### src/design/fva_pkg.sv
`timescale 1ns / 1ps
package fva_pkg;

   // widths and pipeline depths
   localparam int HALF_W    = 16;
   localparam int VEC_W     = 64;
   localparam int MAX_LANES = 4;
   localparam int DIV_STEPS = 14;
   localparam int LANE_LAT  = DIV_STEPS + 4;
   localparam int ALU_LAT   = LANE_LAT + 1;

   // binary16 codes
   localparam logic [15:0] QNAN16  = 16'h7E00;
   localparam logic [14:0] INF_MAG = 15'h7C00;
   localparam logic [14:0] ZERO_MAG = 15'h0000;

   typedef enum logic [2:0] {
      OP_ADD  = 3'd0,
      OP_SUB  = 3'd1,
      OP_MUL  = 3'd2,
      OP_DIV  = 3'd3,
      OP_RELU = 3'd4
   } op_type;

   // unpacked operand, significand normalized so bit 10 is set when nonzero
   typedef struct packed {
      logic              sign;
      logic              zero;
      logic              inf;
      logic              nan;
      logic signed [7:0] exp;
      logic [10:0]       sig;
   } half_type;

   typedef struct packed {
      op_type      op;
      logic        special;
      logic [15:0] sp_val;
      half_type    ua;
      half_type    ub;
   } front_type;

   // value is mag * 2^exp; divide steps work on rem, dvs and quo
   typedef struct packed {
      logic              special;
      logic [15:0]       sp_val;
      logic              is_div;
      logic              sign;
      logic signed [7:0] exp;
      logic [21:0]       mag;
      logic [11:0]       rem;
      logic [10:0]       dvs;
      logic [13:0]       quo;
   } lane_stage_type;

   typedef struct packed {
      logic              special;
      logic [15:0]       sp_val;
      logic              zero;
      logic              sign;
      logic signed [8:0] exp;
      logic [11:0]       quo;
      logic              guard;
      logic              sticky;
   } round_type;

endpackage

### src/design/fva_merge.sv
`timescale 1ns / 1ps
module fva_merge import fva_pkg::*; (
   input  logic                 clock,
   input  logic [VEC_W-1:0]     lane_res,
   input  logic [MAX_LANES-1:0] lane_mask,
   output logic [VEC_W-1:0]     result
);

   logic [VEC_W-1:0] result_in, result_ff;

   // zero the lanes past the element count and register the beat
   always_comb begin
      for (int i = 0; i < MAX_LANES; i++) begin
         result_in[HALF_W*i +: HALF_W] = lane_mask[i] ? lane_res[HALF_W*i +: HALF_W]
                                                      : {HALF_W{1'b0}};
      end
   end

   always_ff @(posedge clock) begin
      result_ff <= result_in;
   end

   assign result = result_ff;

endmodule

### config.mk
export PLATFORM = sky130hd
export DESIGN_NAME = fva_merge
export DESIGN_NICKNAME = d
export VERILOG_FILES = /design/src/design/fva_pkg.sv /design/src/design/fva_merge.sv
export SDC_FILE = /design/constraint.sdc
export NUM_CORES = 1
export LEC_CHECK = 0
export ABC_AREA = 1
export BUFFER_PORTS_ARGS = -buffer_cell sky130_fd_sc_hd__clkbuf_2
export CAP_MARGIN = 0
export CELL_PAD_IN_SITES_DETAIL_PLACEMENT = 0
export CELL_PAD_IN_SITES_GLOBAL_PLACEMENT = 1
export CORE_UTILIZATION = 30
export CTS_CLUSTER_SIZE = 14
export DETAILED_ROUTE_END_ITERATION = 16
export PLACE_DENSITY = 0.83
export REMOVE_ABC_BUFFERS = 1
export SLEW_MARGIN = 15
export SYNTH_ARGS = -nofsm -noshare
export SYNTH_HDL_FRONTEND = slang
export SYNTH_SLANG_ARGS = --single-unit
### constraint.sdc
create_clock -name clock -period 1 [get_ports clock]
set_clock_uncertainty 0.1 [all_clocks]
set_input_delay 0.25 -clock clock [delete_from_list [all_inputs] [get_ports clock]]
set_output_delay 0.25 -clock clock [all_outputs]
set_load 0.05 [all_outputs]
Word-level counts from Yosys, hierarchy flattened --
Index checks and enable logic that the tools add are counted.
Word-level totals: register bits after elaboration 64, input port bits 69, output and inout port bits 64, word-level logic and storage cells 4

Logic depth before layout (Yosys ltp) --
Gate-level depths: netlist (run 1).
word-level depth 0, depth in mapped cells 4, mapped depth without buffers 2

Least setup slack after synthesis (run 1) --
Ideal clock, no wire load.
kind register -> output, start point register result_ff[0] (netlist: result[0]), end point output port result[0], data arrival time 0.587 ns, data required time 0.650 ns, path slack 0.063 ns, stages on the path, launching flop included 1, path buffers 0, path through dfxtp_1
RTL lines:
- start, declared | line fva_merge.sv:9 | logic [VEC_W-1:0] result_in, result_ff;
- start signal, assigned | line fva_merge.sv:20 | result_ff <= result_in;
- end, declared | line fva_merge.sv:6 | output logic [VEC_W-1:0] result
No word-level cell between the ends.

Worst setup path in the final report (run 1) --
start point register result_ff[2] (netlist: result[2]), end point output port result[2]
No word-level cell between the ends.

==> results.ini, run 1 <==
[run_status]
status = finished, violations left
violations = setup timing

[clocking]
cts.htree.levels = 3
cts-buffers-inserted = 9
post_cts_buffers = 0
clock-sinks = 64
clkTransAtPathRegs_ns = 0.07
cts_root_buf = clkbuf_8
cts_tree = built
cts_max_path_buffers = 2

[sta]
max_freq_mhz = 841
period_share = 1.19
drv_slew = 0
rsz0062_at_grt = yes
hold_ws_ns = 0.0146
hold_viol = 0
worst_pin_slew_ns = 0.356
period_minus_slack_ns = 1.19
relSlewSlack = 0.763
setup_slack_ns = -0.190
final-setup-viol-count = 64

[final_layout]
largest_register_ffs = 64
layout-drive-gt1-share = 0.541
fillCellCount = 409
area_delta_synth_final_pct = 129
utilization = 0.722
finalNetCount = 464
final-instance-count-excl-fill = 474
n_antenna_cell = 0
design_area_um2 = 4330
multiInputGateArea_um2 = 263
regArea_um2 = 1360

[floorplan]
coreArea_um2 = 5990
std_cell_rows = 28
die_w_um = 81.4
die_y_um = 81.4
start_util = 0.316
io_pins = 133
die_area_um2 = 6630

[setup_path]
max_stage_delay_ns = 0.34
path_cells = clkbuf_16
cp-start-kind = flop
critPathBufInv = 1
critPathCaptureType = primary output
crit_family = flip-flops
slowest_stage = dfxtp_2
cp.required_ns = 0.65
crit_fanout = 1
worstSetupPathType = reg -> out
cp.arrival_ns = 0.84

[yosys]
ys_top_cells_by_count = 64 x dfxtp_1, 64 x inv_1, 55 x nand2_1
synth-seq-cells = 64
syn_inst = 200
synth-edff-count = 0
netlist.area_leader.share = 0.677
yosysSeqAreaShare = 0.677
synth_flop_cell = dfxtp_1
yosysTopAreaCell = dfxtp_1
async_flop_share = 0
synth_area_per_cell_um2 = 9.46
synthTopCellsByArea = dfxtp_1 68%, inv_1 13%, nand2_1 11%
synth_cell_type_count = 6
yosysWarnings = 0
syn-cell-area_um2 = 1890

[global_routing]
grt_pass1_vias = 1892
antenna_found_initial = 0
grt.overflow.total = 0
grt_max_degree = 17
grt_usage = 0.176
grt_pass1_wl_um = 8170

[place]
place_inst = 399
io_buffer_count = 132
place_area_um2 = 2540
place_hpwl_um = 2970
place.gp.congestion = 0.724
preCtsSetupSlack_ns = 0.0720

[power]
powerDensity_nw_per_um2 = 1430
power_leakage_nw = 2.40
ir_drop_v = 0.00102

[drt]
vias = 1845
vias_per_cell = 3.89
first_pass_iters = 4
wl_um = 5680
wl_per_cell_um = 12.0
final_antenna_net_count = 0
drc = 0
drtIter0Drc = 46

[min_path]
hold_path_depth = 3
worstHoldPathType = in -> reg
hp-start = lane_res[23]
hold_end = result[23]

[flow_run]
max_cap_viol_count = 0

[power breakdown]
| group | internal [mW] | total (mW) | switching (mW) |
|---|---|---|---|
| Clock | 1.03 | 1.90 | 0.875 |
| Sequential | 2.72 | 2.81 | 0.0944 |
| Combinational | 0.749 | 1.47 | 0.724 |
[timing repair]
| action | in CTS | in global routing |
|---|---|---|
| gates resized for setup | 215 | 41 |
| hold buffers | 60 | 0 |
| endpoints found under the hold margin | 60 | 0 |
| endpoints found under the setup margin | 64 | 64 |
[cells by family (layout without fill, tap and decap cells)]
family | after synthesis | count (layout) | synth area share
AND/OR/NAND/NOR | 64 | 64 | 0.139
flip-flops | 64 | 64 | 0.677
buffers and inverters | 72 | 271 | 0.184
[area by class of cell]
cell class                 count  share of cell area
sequential                    64               0.315
tap                           75              0.0217
inverter                      64              0.0555
multi-input combinational     64              0.0607
timing repair buffer         192               0.509
clock buffer                  15              0.0385
[how the worst max path moves through the flow]
stage | slack (ns) | cells after the start | end | startpoint
floorplan | 0.06 | 0 | result[0] | result[0]
global placement | 0.06 | 1 | result[51] | result[51]
detailed placement | 0.07 | 1 | result[44] | result[44]
CTS | -0.20 | 1 | result[34] | result[34]
global route | -0.22 | 1 | result[37] | result[37]
finish | -0.19 | 1 | result[2] | result[2]
[through the flow]
step                      total power [mW]  TNS, ns
after floorplan                       3.36        0
after global placement                3.66        0
after detailed placement              3.68        0
after CTS                             6.18   -12.13
after global routing                  6.47   -13.02
final                                 6.19   -10.62
[cell usage in the layout (no fill, tap or decap)]
master	count
buf_8	34
dfxtp_2	64
nand2_1	55
dlygate4sd3_1	60
inv_1	64
nand2_2	9
clkbuf_1	4
clkbuf_2	68
clkbuf_16	30
clkbuf_8	11
[per-layer routing]
| metal | track usage | vias up | wire (um) |
|---|---|---|---|
| li1 | - | 921 | - |
| met1 | 0.132 | 816 | 1790 |
| met2 | 0.347 | 88 | 3260 |
| met3 | 0.0833 | 20 | 422 |
| met4 | 0.107 | 0 | 195 |
| met5 | 0 | - | 0 |
No activity file was read; power rests on OpenSTA's default activity.
==> run 2: changes to the inputs <==
==> constraint.sdc (replaced) <==
create_clock -name clock -period 1 [get_ports clock]
set_clock_uncertainty 0.1 [all_clocks]
set_input_delay 0.25 -clock clock [delete_from_list [all_inputs] [get_ports clock]]
set_output_delay 0.25 -clock clock [all_outputs]
set_load 0.005 [all_outputs]
==> run 2 against run 1 <==
Compared with the run above:
- critical path type unchanged
- utilization fell by 17 points
- clock power up 24%
- clock-buffer cell count is 2 lower
- sequential power decreased by 2%
- design area down 24%
- maximum frequency increased by 7.9%
- total power down 8.4%
- the flow still finishes with violations (setup timing)
==> results.ini, run 2 (synthesis results as in run 1) <==
[run_status]
status = finished, violations left
violations = setup timing

[setup_path]
cp.arrival_ns = 0.75  ; -0.09 ns
cp-start-kind = flop
critPathBufInv = 1  ; unchanged
worstSetupPathType = reg -> out
critPathCaptureType = primary output
crit_fanout = 1  ; unchanged
crit_family = flip-flops
crit_cells = 1  ; unchanged
max_stage_delay_ns = 0.33  ; about the same
cp.required_ns = 0.65  ; about the same
path_cells = clkbuf_2
slowest_stage = dfxtp_2

[clocking]
cts_max_path_buffers = 2  ; unchanged
cts_tree = built
clkTransAtPathRegs_ns = 0.07  ; about the same
cts.htree.levels = 3  ; unchanged
clock-sinks = 64  ; unchanged
cts_root_buf = clkbuf_8
cts-buffers-inserted = 9  ; unchanged

[sta]
period_share = 1.10  ; -0.0868
hold_viol = 0  ; unchanged
max_freq_mhz = 907  ; +7.9%
relSlewSlack = 0.773  ; +0.0107
drv_slew = 0  ; unchanged
setup_slack_ns = -0.103  ; +0.0868 ns
worst_pin_slew_ns = 0.340  ; -0.0161 ns
rsz0062_at_grt = yes
final-setup-viol-count = 64  ; unchanged
period_minus_slack_ns = 1.10  ; -0.0868 ns
hold_ws_ns = 0.0171  ; +0.00243 ns

[drt]
route.met2.wl_um = 2360  ; -28%
wl_per_cell_um = 9.29  ; -22%
top_layer = met4
wl_met3_um = 353  ; -16%
drc = 0  ; unchanged
met1_length_um = 1490  ; -17%
vias_per_cell = 3.68  ; -5.4%
final_antenna_net_count = 0  ; unchanged
first_pass_iters = 4  ; unchanged
vias = 1698  ; -8.0%
wl_um = 4280  ; -25%
drtIter0Drc = 24  ; -48%

[final_layout]
final-instance-count-excl-fill = 461  ; -2.7%
area_delta_synth_final_pct = 74.0
final_common_cell = clkbuf_2
utilization = 0.549  ; -0.173
layout-drive-gt1-share = 0.484  ; -0.0569
final_cell_mix = 107 x clkbuf_2, 64 x inv_1, 55 x nand2_1
n_antenna_cell = 0  ; unchanged
finalNetCount = 450  ; -3.0%
largest_register_ffs = 64  ; unchanged

[min_path]
hold_path_depth = 3  ; unchanged
worstHoldPathType = in -> reg

[power]
power_leakage_nw = 2.07  ; -14%
ir_drop_v = 0.00119  ; +17%
powerDensity_nw_per_um2 = 1720  ; +20%

[floorplan]
die_area_um2 = 6630  ; unchanged
die_w_um = 81.4  ; unchanged
coreArea_um2 = 5990  ; unchanged
start_util = 0.316  ; unchanged
io_pins = 133  ; unchanged
std_cell_rows = 28  ; unchanged
die_y_um = 81.4  ; unchanged

[global_routing]
grt_usage = 0.134  ; -0.0412
grt_pass1_vias = 1668  ; -12%
grt_max_degree = 17  ; unchanged
grt.overflow.total = 0  ; unchanged
grt_pass1_wl_um = 6510  ; -20%
antenna_found_initial = 0  ; unchanged

[place]
place_hpwl_um = 2850  ; -4.0%
place.gp.congestion = 0.718  ; -0.75%
io_buffer_count = 132  ; unchanged
place_inst = 399  ; unchanged

[flow_run]
max_cap_viol_count = 0  ; unchanged

run 2: changes by cell type in the layout (fill, tap and decap cells not counted):
cell / delta
clkinv_2: +1
bufinv_16: +2
clkbuf_8: -1
dfxtp_2: -31
buf_8: -34
clkbuf_16: -30
dfxtp_1: +31
clkbuf_2: +39
buf_6: +6
dlygate4sd3_1: -14
clkbuf_1: -1
buf_2: +19
run 2: layout make-up:
class	instances	area [um^2]
Clock inverter	3	65.1
Fill cell	548	2700
Tap cell	75	93.8
Clock buffer	13	149
Inverter	64	240
Multi-Input combinational cell	64	263
Timing Repair Buffer	178	1160
Sequential cell	64	1320
run 2: metrics by stage:
step	TNS, ns	power (mW)	instance area, um^2	setup WS [ns]
floorplan	0	2.89	1780	0.352
global placement	0	3.20	2540	0.128
detailed placement	0	3.21	2540	0.125
CTS	-6.88	5.72	3210	-0.123
global route	-8.18	5.98	3290	-0.151
finish	-5.30	5.67	3290	-0.103
run 2: timing repair:
action	in CTS	in global routing
buffers inserted	0	0
hold buffers	45	1
gates resized for setup	7	54
setup endpoints to repair	64	64
endpoints found under the hold margin	45	1
run 2: path summary, 6_finish.rpt:
kind                      from    endpoint  slack, ns
hold / removal    lane_res[31]  result[31]       0.02
setup / recovery    result[43]  result[43]      -0.10
run 2: power breakdown:
group	switching, mW	total, mW	internal (mW)
combinational	0.225	0.579	0.355
clock	0.879	2.35	1.47
sequential	0.0364	2.74	2.70
total	1.14	5.67	4.53
run 2: tightest hold or removal path: cells and delay by family:
family        cells  cell delay [ns]
simple gates      1             0.04
buf+inv           2             0.11
run 2: routing by layer:
| metal | track usage | up-vias |
|---|---|---|
| li1 | - | 895 |
| met1 | 0.116 | 724 |
| met2 | 0.246 | 69 |
| met3 | 0.0578 | 10 |
| met4 | 0.0964 | 0 |
| met5 | 0 | - |
