--- config.mk ---
export PLATFORM = sky130hd
export DESIGN_NAME = fva_lane
export DESIGN_NICKNAME = d
export VERILOG_FILES = /design/src/design/fva_pkg.sv /design/src/design/fva_div_stage.sv /design/src/design/fva_lane.sv
export SDC_FILE = /design/constraint.sdc
export NUM_CORES = 2
export LEC_CHECK = 0
export BUFFER_PORTS_ARGS = -buffer_cell sky130_fd_sc_hd__buf_2
export CAP_MARGIN = 0
export CORE_ASPECT_RATIO = 1.4
export CORE_UTILIZATION = 39
export CTS_CLUSTER_DIAMETER = 120
export CTS_CLUSTER_SIZE = 30
export DETAILED_ROUTE_END_ITERATION = 10
export PLACE_DENSITY = 0.63
export RECOVER_POWER = 50
export SYNTH_ARGS = -nofsm -noshare
export SYNTH_HDL_FRONTEND = slang
export SYNTH_SLANG_ARGS = --single-unit
--- constraint.sdc ---
create_clock -name clock -period 14.01 [get_ports clock]
set_input_delay 1.401 -clock clock [delete_from_list [all_inputs] [get_ports clock]]
set_output_delay 1.401 -clock clock [all_outputs]
set_load 0.03 [all_outputs]
--- src/design/fva_pkg.sv ---
`timescale 1ns / 1ps
package fva_pkg;

   // widths and pipeline depths
   localparam int HALF_W    = 16;
   localparam int VEC_W     = 64;
   localparam int MAX_LANES = 4;
   localparam int DIV_STEPS = 14;
   localparam int LANE_LAT  = DIV_STEPS + 4;
   localparam int ALU_LAT   = LANE_LAT + 1;

   // binary16 codes
   localparam logic [15:0] QNAN16  = 16'h7E00;
   localparam logic [14:0] INF_MAG = 15'h7C00;
   localparam logic [14:0] ZERO_MAG = 15'h0000;

   typedef enum logic [2:0] {
      OP_ADD  = 3'd0,
      OP_SUB  = 3'd1,
      OP_MUL  = 3'd2,
      OP_DIV  = 3'd3,
      OP_RELU = 3'd4
   } op_type;

   // unpacked operand, significand normalized so bit 10 is set when nonzero
   typedef struct packed {
      logic              sign;
      logic              zero;
      logic              inf;
      logic              nan;
      logic signed [7:0] exp;
      logic [10:0]       sig;
   } half_type;

   typedef struct packed {
      op_type      op;
      logic        special;
      logic [15:0] sp_val;
      half_type    ua;
      half_type    ub;
   } front_type;

   // value is mag * 2^exp; divide steps work on rem, dvs and quo
   typedef struct packed {
      logic              special;
      logic [15:0]       sp_val;
      logic              is_div;
      logic              sign;
      logic signed [7:0] exp;
      logic [21:0]       mag;
      logic [11:0]       rem;
      logic [10:0]       dvs;
      logic [13:0]       quo;
   } lane_stage_type;

   typedef struct packed {
      logic              special;
      logic [15:0]       sp_val;
      logic              zero;
      logic              sign;
      logic signed [8:0] exp;
      logic [11:0]       quo;
      logic              guard;
      logic              sticky;
   } round_type;

endpackage

--- src/design/fva_div_stage.sv ---
`timescale 1ns / 1ps
module fva_div_stage import fva_pkg::*; (
   input  logic           clock,
   input  lane_stage_type stage_i,
   output lane_stage_type stage_o
);

   lane_stage_type stage_in;
   lane_stage_type stage_ff;
   logic           take;
   logic [11:0]    diff;

   // one restoring quotient bit per stage, other work passes along
   always_comb begin
      stage_in = stage_i;
      take     = stage_i.rem >= {1'b0, stage_i.dvs};
      diff     = take ? stage_i.rem - {1'b0, stage_i.dvs} : stage_i.rem;
      if (stage_i.is_div) begin
         stage_in.quo = {stage_i.quo[12:0], take};
         stage_in.rem = {diff[10:0], 1'b0};
      end
   end

   always_ff @(posedge clock) begin
      stage_ff <= stage_in;
   end

   assign stage_o = stage_ff;

endmodule

--- src/design/fva_lane.sv ---
`timescale 1ns / 1ps
module fva_lane import fva_pkg::*; (
   input  logic        clock,
   input  op_type      op,
   input  logic [15:0] a,
   input  logic [15:0] b,
   output logic [15:0] result
);

   function automatic half_type unpack_half(input logic [15:0] h);
      half_type          u;
      logic [10:0]       raw;
      logic [3:0]        lz;
      logic signed [7:0] e0;
      u.sign = h[15];
      u.nan  = (&h[14:10]) && (|h[9:0]);
      u.inf  = (&h[14:10]) && !(|h[9:0]);
      u.zero = (h[14:0] == 15'd0);
      if (h[14:10] == 5'd0) begin
         raw = {1'b0, h[9:0]};
         e0  = -8'sd24;
      end else begin
         raw = {1'b1, h[9:0]};
         e0  = $signed({3'b000, h[14:10]}) - 8'sd25;
      end
      lz = 4'd0;
      for (int i = 0; i <= 10; i++) begin
         if (raw[i]) lz = 4'(10 - i);
      end
      u.sig = raw << lz;
      u.exp = e0 - $signed({4'b0000, lz});
      return u;
   endfunction

   front_type      front_in, front_ff;
   lane_stage_type core_in, core_ff;
   lane_stage_type div_pipe [DIV_STEPS+1];
   round_type      rnd_in, rnd_ff;
   logic [15:0]    result_in, result_ff;

   half_type ua, ub, ubr;

   // unpack and catch special operands
   always_comb begin
      ua  = unpack_half(a);
      ubr = unpack_half(b);
      ub  = ubr;
      if (op == OP_SUB) ub.sign = ~ubr.sign;
      front_in.op      = op;
      front_in.ua      = ua;
      front_in.ub      = ub;
      front_in.special = 1'b1;
      front_in.sp_val  = 16'h0000;
      case (op) inside
         OP_RELU: begin
            if (ua.nan) front_in.sp_val = QNAN16;
            else if (!a[15] && !ua.zero) front_in.sp_val = a;
         end
         OP_ADD, OP_SUB: begin
            if (ua.nan || ub.nan) front_in.sp_val = QNAN16;
            else if (ua.inf && ub.inf)
               front_in.sp_val = (ua.sign == ub.sign) ? {ua.sign, INF_MAG} : QNAN16;
            else if (ua.inf) front_in.sp_val = {ua.sign, INF_MAG};
            else if (ub.inf) front_in.sp_val = {ub.sign, INF_MAG};
            else if (ua.zero && ub.zero) front_in.sp_val = {ua.sign & ub.sign, ZERO_MAG};
            else if (ua.zero) front_in.sp_val = {ub.sign, b[14:0]};
            else if (ub.zero) front_in.sp_val = a;
            else front_in.special = 1'b0;
         end
         OP_MUL: begin
            if (ua.nan || ub.nan) front_in.sp_val = QNAN16;
            else if ((ua.inf && ub.zero) || (ua.zero && ub.inf)) front_in.sp_val = QNAN16;
            else if (ua.inf || ub.inf) front_in.sp_val = {ua.sign ^ ub.sign, INF_MAG};
            else if (ua.zero || ub.zero) front_in.sp_val = {ua.sign ^ ub.sign, ZERO_MAG};
            else front_in.special = 1'b0;
         end
         OP_DIV: begin
            if (ua.nan || ub.nan) front_in.sp_val = QNAN16;
            else if (ub.zero)
               front_in.sp_val = ua.zero ? QNAN16 : {ua.sign ^ ub.sign, INF_MAG};
            else if (ua.inf)
               front_in.sp_val = ub.inf ? QNAN16 : {ua.sign ^ ub.sign, INF_MAG};
            else if (ub.inf || ua.zero) front_in.sp_val = {ua.sign ^ ub.sign, ZERO_MAG};
            else front_in.special = 1'b0;
         end
         default: begin
            front_in.sp_val = 16'h0000;
         end
      endcase
   end

   always_ff @(posedge clock) begin
      front_ff <= front_in;
   end

   // align and add, multiply, or set up the divider
   half_type          big, sml;
   logic signed [7:0] dexp;
   logic [4:0]        dsh;
   logic [27:0]       align;
   logic [14:0]       mb, ms, asum;

   always_comb begin
      if ((front_ff.ua.exp > front_ff.ub.exp) ||
          ((front_ff.ua.exp == front_ff.ub.exp) && (front_ff.ua.sig >= front_ff.ub.sig))) begin
         big = front_ff.ua;
         sml = front_ff.ub;
      end else begin
         big = front_ff.ub;
         sml = front_ff.ua;
      end
      dexp  = big.exp - sml.exp;
      dsh   = (dexp > 8'sd28) ? 5'd28 : dexp[4:0];
      align = {sml.sig, 3'b000, 14'd0} >> dsh;
      mb    = {1'b0, big.sig, 3'b000};
      ms    = {1'b0, align[27:14] | {13'd0, |align[13:0]}};
      asum  = (big.sign != sml.sign) ? mb - ms : mb + ms;

      core_in.special = front_ff.special;
      core_in.sp_val  = front_ff.sp_val;
      core_in.is_div  = 1'b0;
      core_in.sign    = front_ff.ua.sign ^ front_ff.ub.sign;
      core_in.exp     = front_ff.ua.exp + front_ff.ub.exp;
      core_in.mag     = {11'd0, front_ff.ua.sig} * {11'd0, front_ff.ub.sig};
      core_in.rem     = {1'b0, front_ff.ua.sig};
      core_in.dvs     = front_ff.ub.sig;
      core_in.quo     = 14'd0;
      case (front_ff.op) inside
         OP_ADD, OP_SUB: begin
            core_in.sign = big.sign;
            core_in.exp  = big.exp - 8'sd3;
            core_in.mag  = {7'd0, asum};
         end
         OP_DIV: begin
            core_in.is_div = !front_ff.special;
            core_in.exp    = front_ff.ua.exp - front_ff.ub.exp - 8'sd14;
         end
         default: begin
            core_in.is_div = 1'b0;
         end
      endcase
   end

   always_ff @(posedge clock) begin
      core_ff <= core_in;
   end

   // divider chain
   assign div_pipe[0] = core_ff;
   for (genvar k = 0; k < DIV_STEPS; k++) begin : g_div
      fva_div_stage u_step (
         .clock   (clock),
         .stage_i (div_pipe[k]),
         .stage_o (div_pipe[k+1])
      );
   end

   // leading one, target exponent and shift to the result grid
   lane_stage_type    cs;
   logic [21:0]       mag_c;
   logic [4:0]        lead;
   logic signed [8:0] e_res;
   logic signed [9:0] ne, q_exp, shamt, nsh;
   logic [5:0]        rsh;
   logic [43:0]       wide;
   logic [21:0]       lwide;

   always_comb begin
      cs    = div_pipe[DIV_STEPS];
      mag_c = cs.is_div ? {7'd0, cs.quo, |cs.rem} : cs.mag;
      lead  = 5'd0;
      for (int i = 0; i < 22; i++) begin
         if (mag_c[i]) lead = 5'(i);
      end
      e_res = $signed({4'b0000, lead}) + $signed({cs.exp[7], cs.exp});
      ne    = $signed({e_res[8], e_res}) - 10'sd10;
      q_exp = (ne > -10'sd24) ? ne : -10'sd24;
      shamt = q_exp - $signed({{2{cs.exp[7]}}, cs.exp});
      nsh   = -shamt;
      rsh   = (shamt > 10'sd44) ? 6'd44 : shamt[5:0];
      wide  = {mag_c, 22'd0} >> rsh;
      lwide = mag_c << nsh[3:0];
      rnd_in.special = cs.special;
      rnd_in.sp_val  = cs.sp_val;
      rnd_in.zero    = (mag_c == 22'd0);
      rnd_in.sign    = cs.sign;
      rnd_in.exp     = e_res;
      if (!shamt[9]) begin
         rnd_in.quo    = wide[33:22];
         rnd_in.guard  = wide[21];
         rnd_in.sticky = |wide[20:0];
      end else begin
         rnd_in.quo    = lwide[11:0];
         rnd_in.guard  = 1'b0;
         rnd_in.sticky = 1'b0;
      end
   end

   always_ff @(posedge clock) begin
      rnd_ff <= rnd_in;
   end

   // round to nearest even and pack
   logic        inc;
   logic [11:0] qr;

   always_comb begin
      inc = rnd_ff.guard & (rnd_ff.sticky | rnd_ff.quo[0]);
      qr  = rnd_ff.quo + {11'd0, inc};
      if (rnd_ff.special) result_in = rnd_ff.sp_val;
      else if (rnd_ff.zero) result_in = 16'h0000;
      else if (rnd_ff.exp > 9'sd15) result_in = {rnd_ff.sign, INF_MAG};
      else if (rnd_ff.exp < -9'sd14) result_in = {rnd_ff.sign, 4'd0, qr[10:0]};
      else if (qr[11]) begin
         if (rnd_ff.exp == 9'sd15) result_in = {rnd_ff.sign, INF_MAG};
         else result_in = {rnd_ff.sign, 5'(rnd_ff.exp[4:0] + 5'd16), 10'd0};
      end else begin
         result_in = {rnd_ff.sign, 5'(rnd_ff.exp[4:0] + 5'd15), qr[9:0]};
      end
   end

   always_ff @(posedge clock) begin
      result_ff <= result_in;
   end

   assign result = result_ff;

endmodule

Word-level counts from Yosys, hierarchy flattened
Cells that the tools add are included.
- register bits after elaboration: 1388
- latch bits: 0
- RAM bits: 0
- ROM bits: 0
- input port bits: 36
- output and inout port bits: 16
- memories kept: 0
- add/subtract/negate cells: 32
- multiply operators: 1
- div/mod/pow operators: 0
- magnitude comparators: 21
- equality and inequality tests: 10
- shifts and indexed selects: 5
- multiplexer cells: 149
- bitwise gates (word level): 8
- reduce and logical (&&, ||, !) cells: 38
- operator list (cell ; count):
    16-bit 2-to-1 mux ; 26
    14-bit 2-to-1 mux ; 14
    11-bit 2-to-1 mux ; 17
    12-bit by 11-bit greater-or-equal comparator with 1-bit output ; 13
    12-bit 2-to-1 mux ; 13
    11-bit subtractor ; 14
    5-bit 2-to-1 mux ; 21
    15-bit 2-to-1 mux ; 6
    4-bit 2-to-1 mux ; 22
    23-bit 2-to-1 mux ; 2
    44-bit by 6-bit right shift with 34-bit output ; 1
    8-bit 2-to-1 mux ; 4
    15-bit logical NOT ; 2
    28-bit by 5-bit right shift with 28-bit output ; 1
    11-bit greater-or-equal comparator ; 2
    22-bit logical NOT ; 1
    11-bit by 11-bit multiplier with 22-bit output ; 1
    22-bit 2-to-1 mux ; 1
    11-bit by 4-bit << shifter with 11-bit output ; 2
    22-bit by 4-bit << shifter with 12-bit output ; 1
    1-bit 2-to-1 mux ; 21
    21-bit OR reduction ; 1
    10-bit OR reduction ; 2
    8-bit by 5-bit subtractor with 8-bit output ; 2
    other kinds (44) ; 74

Longest topological paths before layout
- depth in word-level cells: 33
- depth in mapped cells: 47

By module
A second synthesis with hierarchy kept.
- cell total of the unflattened synthesis: 5898
- area total of the unflattened synthesis: 59186.8 sq um
- by module, submodules not included (module ; times used ; cells an instance ; area an instance (sq um) ; seq. area each (sq um)):
    fva_div_stage (g_div[0].u_step ...) ; 9 ; 254 ; 2980.4 ; 1721.7
    fva_lane ; 1 ; 2332 ; 18006.0 ; 3783.6
    fva_div_stage (g_div[1].u_step ...) ; 5 ; 256 ; 2871.5 ; 1721.7

Worst setup path before layout
Ideal clock, no wire load.
- path type: register -> register
- start: reg g_div[13].u_step.stage_ff (netlist bit g_div[13].u_step.stage_o[68])
- end: reg rnd_ff[0] (netlist name)
- setup time: 0.125 ns
- arrival time: 9.277 ns
- required time: 13.885 ns
- slack: 4.608 ns
- stages on the path, launching flop included: 43
- clock period less this slack: 9.402 ns
- path through: dfxtp_1 > clkbuf_1 > clkbuf_1 > clkbuf_1 > clkbuf_1 > clkbuf_1 > or3_1 > o31ai_1 > a21boi_0 > o22ai_1 > a21oi_1 > fa_1 > xor2_1 > inv_1 > ha_1 > and3b_1 > a2111oi_0 > o22ai_1 > [... 7 more ...] > clkbuf_1 > buf_1 > ha_1 > nor2_1 > nand4_1 > mux2i_1 > a211o_1 > a21o_2 > a21oi_2 > buf_2 > a22o_1 > a21oi_1 > a21oi_1 > mux2i_1 > or4_1 > nor4_1 > nor2_1 > o41a_1
- longest elaborated chain between the ends: 31
- ends and longest elaborated chain (element ; RTL line ; text):
    start, declared ; fva_div_stage.sv:9 ; lane_stage_type stage_ff;
    start signal, assigned ; fva_div_stage.sv:25 ; stage_ff <= stage_in;
    22-bit 2-to-1 mux (*) ; fva_lane.sv:170 ; mag_c = cs.is_div ? {7'd0, cs.quo, |cs.rem} : cs.mag;
    1-bit 2-to-1 mux ; fva_lane.sv:173 ; if (mag_c[i]) lead = 5'(i);
    5-bit 2-to-1 mux (19 in a row) ; fva_lane.sv:173 ;
    5-bit 2-to-1 mux (*) ; fva_lane.sv:173 ;
    6-bit by 8-bit adder with 9-bit output (*) ; fva_lane.sv:175 ; e_res = $signed({4'b0000, lead}) + $signed({cs.exp[7], cs.exp});
    via e_res[2] ; fva_lane.sv:162 ; logic signed [8:0] e_res;
    9-bit by 5-bit subtractor with 10-bit output (*) ; fva_lane.sv:176 ; ne = $signed({e_res[8], e_res}) - 10'sd10;
    10-bit by 6-bit greater-than comparator with 1-bit output ; fva_lane.sv:177 ; q_exp = (ne > -10'sd24) ? ne : -10'sd24;
    10-bit 2-to-1 mux (*) ; fva_lane.sv:177 ;
    10-bit by 8-bit subtractor with 10-bit output (*) ; fva_lane.sv:178 ; shamt = q_exp - $signed({{2{cs.exp[7]}}, cs.exp});
    10-bit by 7-bit greater-than comparator with 1-bit output ; fva_lane.sv:180 ; rsh = (shamt > 10'sd44) ? 6'd44 : shamt[5:0];
    6-bit 2-to-1 mux ; fva_lane.sv:180 ;
    44-bit by 6-bit right shift with 34-bit output ; fva_lane.sv:181 ; wide = {mag_c, 22'd0} >> rsh;
    21-bit OR reduction ; fva_lane.sv:191 ; rnd_in.sticky = |wide[20:0];
    end signal, assigned ; fva_lane.sv:200 ; rnd_ff <= rnd_in;
    end, declared ; fva_lane.sv:38 ; round_type rnd_in, rnd_ff;
Mark *: on every way through the listed nets, which the timed path passes. The rest lies on a longest branch.
A chain may end at the register's enable or synchronous reset.

Final worst setup path
Same ends and word-level chain as after synthesis.

==> key figures <==
Route
  – Vias per inst: 5.02
  – Post-route ant nets: 0
  – Avg WL per Cell: 17.3 um
  – Total number of vias: 34300
  – Drt drc: 0
  – WL met2: 62700 um
  – Wl on met1: 45900 um
  – Detailed Route Iter0 Violations: 1715
  – DR top layer: met4
  – WL met3: 2910 um
  – DRT Pass-1 Iters: 5
  – Routed Wire Length: 118000 um

STA
  – Slew Viols, Final: 0
  – Final setup TNS: 0 ns
  – Final worst slack: 2.53 ns
  – Worst Clk Skew: 0.0312 ns
  – Final hold vios: 0
  – Setup violators final: 0
  – Headroom to the max-slew limit: 23.5%
  – Fmax: 0.0871 GHz
  – Final period util: 82.0%
  – Min Clock Period, post-route: 11.48 ns
  – Unrepaired setup endpoints after global routing: false
  – Worst slew pin tran: 1.15 ns

Global route
  – Gr usage total: 17.6%
  – Initial antenna violation count: 4
  – GRT overflow: 0
  – First-pass GRT wire length: 185000 um
  – Number of global-route vias before repair: 33900
  – Largest net degree at the start of global routing: 39

Critical path
  – Worst setup SP type: flop
  – CP arrival: 12.00 ns
  – Critical path fanouts, max: 28
  – WS Path Type: flop to flop
  – Critical path capture point type: flop
  – Worst R2R Start: g_div[13].u_step.stage_o[68]
  – Peak per-stage delay on the critical path: 0.86 ns
  – CP Data Required Time: 14.53 ns
  – CP most frequent cell: o21ai_0
  – Setup crit start: g_div[13].u_step.stage_o[68]
  – Slowest cell on the critical path: o21ai_1

Cells and area
  – Area grow syn2layout: 6.71%
  – FF/Latch Area: 25800 sq um
  – Most frequent cells in the layout: dfxtp_1 (1291), nor2_1 (487), a21oi_1 (429)
  – Core Util, Final: 42.1%
  – NumNets Final: 5543
  – Area occupied by multi-input gates: 23100 sq um
  – Fillers: 12600
  – Layout cells sized above 1: 6.35%
  – Most common cell after layout, fill and taps aside: dfxtp_1

CTS
  – H-tree depth: 2
  – Later-pin clock latency in the skew report: 0.64 ns
  – Post-CTS Setup Bufs: 0
  – CTS tree: done
  – CTS Hold Bufs: 0
  – Clock sinks: 1291
  – Root Driver: clkbuf_16
  – Clk pin slew, worst setup/hold paths: 0.11 ns
  – Total CTS buffers: 49
  – Clock Path Buffers: 3
  – PostCTS Resize Cnt: 0

Floorplan
  – Die Height: 430 um
  – CORE AREA: 130000 sq um
  – Die area: 133000 sq um
  – Die X: 308 um
  – # IOs: 52
  – Site row count: 156
  – Starting density of the core: 39.4%

Logic synthesis
  – Synth Instances: 5115
  – Syn_nets: 5574
  – Yosys warns: 0
  – Mapped Area: 51100 sq um
  – Register area share after synthesis: 50.6%
  – Synth cell types: 103
  – Post-synth ARST share: 0%
  – Synth top area cells: dfxtp_1 (51%), ha_1 (7.8%), a21oi_1 (4.3%), fa_1 (4.0%), nor2_1 (3.6%)
  – Leading area contributor after synthesis: dfxtp_1
  – Share of the synthesized area in the top cell type: 50.6%
  – Number of synthesized flops with an enable pin: 0
  – Syn_area_per_cell: 9.99 sq um
  – Seq cells post-synth: 1291
  – Post-synth top flop: dfxtp_1

Placement
  – HPWL Detailed: 93200 um
  – DP Worst Slack: 2.55 ns
  – GP Congestion: 0.890
  – Number of buffers added on ports: 51

Hold path
  – Hold crit path type: flop to flop
  – Hold wc startpoint: g_div[10].u_step.stage_o[64]

Run status
  – Outcome: completed

Flow run
  – Number of max-cap violations: 0
## worst max-delay path: cells and delay by family, from the launching register on
| kind | cells | cell delay, ns |
|---|---|---|
| and+or+nand+nor | 10 | 1.81 |
| xor gates and xnor gates | 1 | 0.35 |
| muxes | 3 | 1.16 |
| AOI/OAI and AO/OA | 19 | 4.79 |
| buffers and inverters | 3 | 0.88 |
| adders and majority gates | 4 | 1.61 |
| DFF | 1 | 0.75 |
## layout make-up
type	instances	share of cell area [%]
Antenna cell	1	0.00459
Clock buffer	51	2.28
Clock inverter	5	0.0940
Inverter	406	2.79
Multi-Input combinational cell	3233	42.3
Sequential cell	1291	47.4
Tap cell	1738	3.99
Timing Repair Buffer	103	1.18
## cells by family (layout without fill, tap and decap cells)
| family | after synthesis | in the layout | synth area share [%] |
|---|---|---|---|
| fa+ha+maj | 423 | 423 | 11.9 |
| compound gates | 1185 | 1185 | 14.6 |
| other cells | 0 | 1 | 0 |
| flops | 1291 | 1291 | 50.6 |
| buf+inv | 591 | 565 | 4.43 |
| mux | 197 | 197 | 4.16 |
| xor+xnor | 180 | 180 | 3.08 |
| simple gates | 1248 | 1248 | 11.3 |
## synth_stat cells (11+ instances only)
cell type / n
fa_1: 103
o211ai_1: 45
nand2b_1: 57
mux2i_1: 82
buf_2: 11
o21ai_0: 222
clkbuf_1: 162
a21o_1: 173
nand3_1: 51
or3_1: 25
o21a_1: 19
ha_1: 320
o21ai_1: 14
nor3_1: 70
inv_1: 403
xnor2_1: 135
a21oi_1: 436
o22ai_1: 19
a211oi_1: 26
nor2b_1: 72
a211o_1: 13
dfxtp_1: 1291
nand2_1: 298
and2_1: 71
o31ai_1: 25
a31oi_1: 26
o21bai_1: 20
and3_1: 11
nor2_1: 488
nand4_1: 47
mux2_2: 113
nor4_1: 17
xor2_1: 45
## state kept, by name, summed over array words and instances, names as in the netlist
register / cells
g_div.u_step.stage_o: 1102
core_ff: 71
rnd_ff: 42
core_in: 39
front_ff: 21
result: 16
## per-layer routing
| metal | up-vias | global-route usage, % |
|---|---|---|
| li1 | 17200 | - |
| met1 | 16200 | 18.8 |
| met2 | 602 | 33.9 |
| met3 | 257 | 1.31 |
| met4 | 0 | 9.69 |
| met5 | - | 0 |
## stage by stage
step / cell area, sq um / std cells / hold WS, ns
floorplan: 51100 / 5115 / 0.310
global placement: 53300 / 6771 / 0.310
detailed placement: 53300 / 6771 / 0.312
CTS: 54500 / 6827 / 0.323
global route: 54500 / 6828 / 0.335
finish: 54500 / 6828 / 0.310
## final timing paths
check	slack, ns	cells past startpoint	to
worst max-delay path	2.53	40	rnd_ff[0]
worst min-delay path	0.31	0	g_div[11].u_step.stage_o[64]
worst max register to register	2.53	40	rnd_ff[0]
worst min register to register	0.31	0	g_div[11].u_step.stage_o[64]
Power is not shown: default switching activity piles up to over one toggle a cycle in this logic, so the estimate is an artifact.
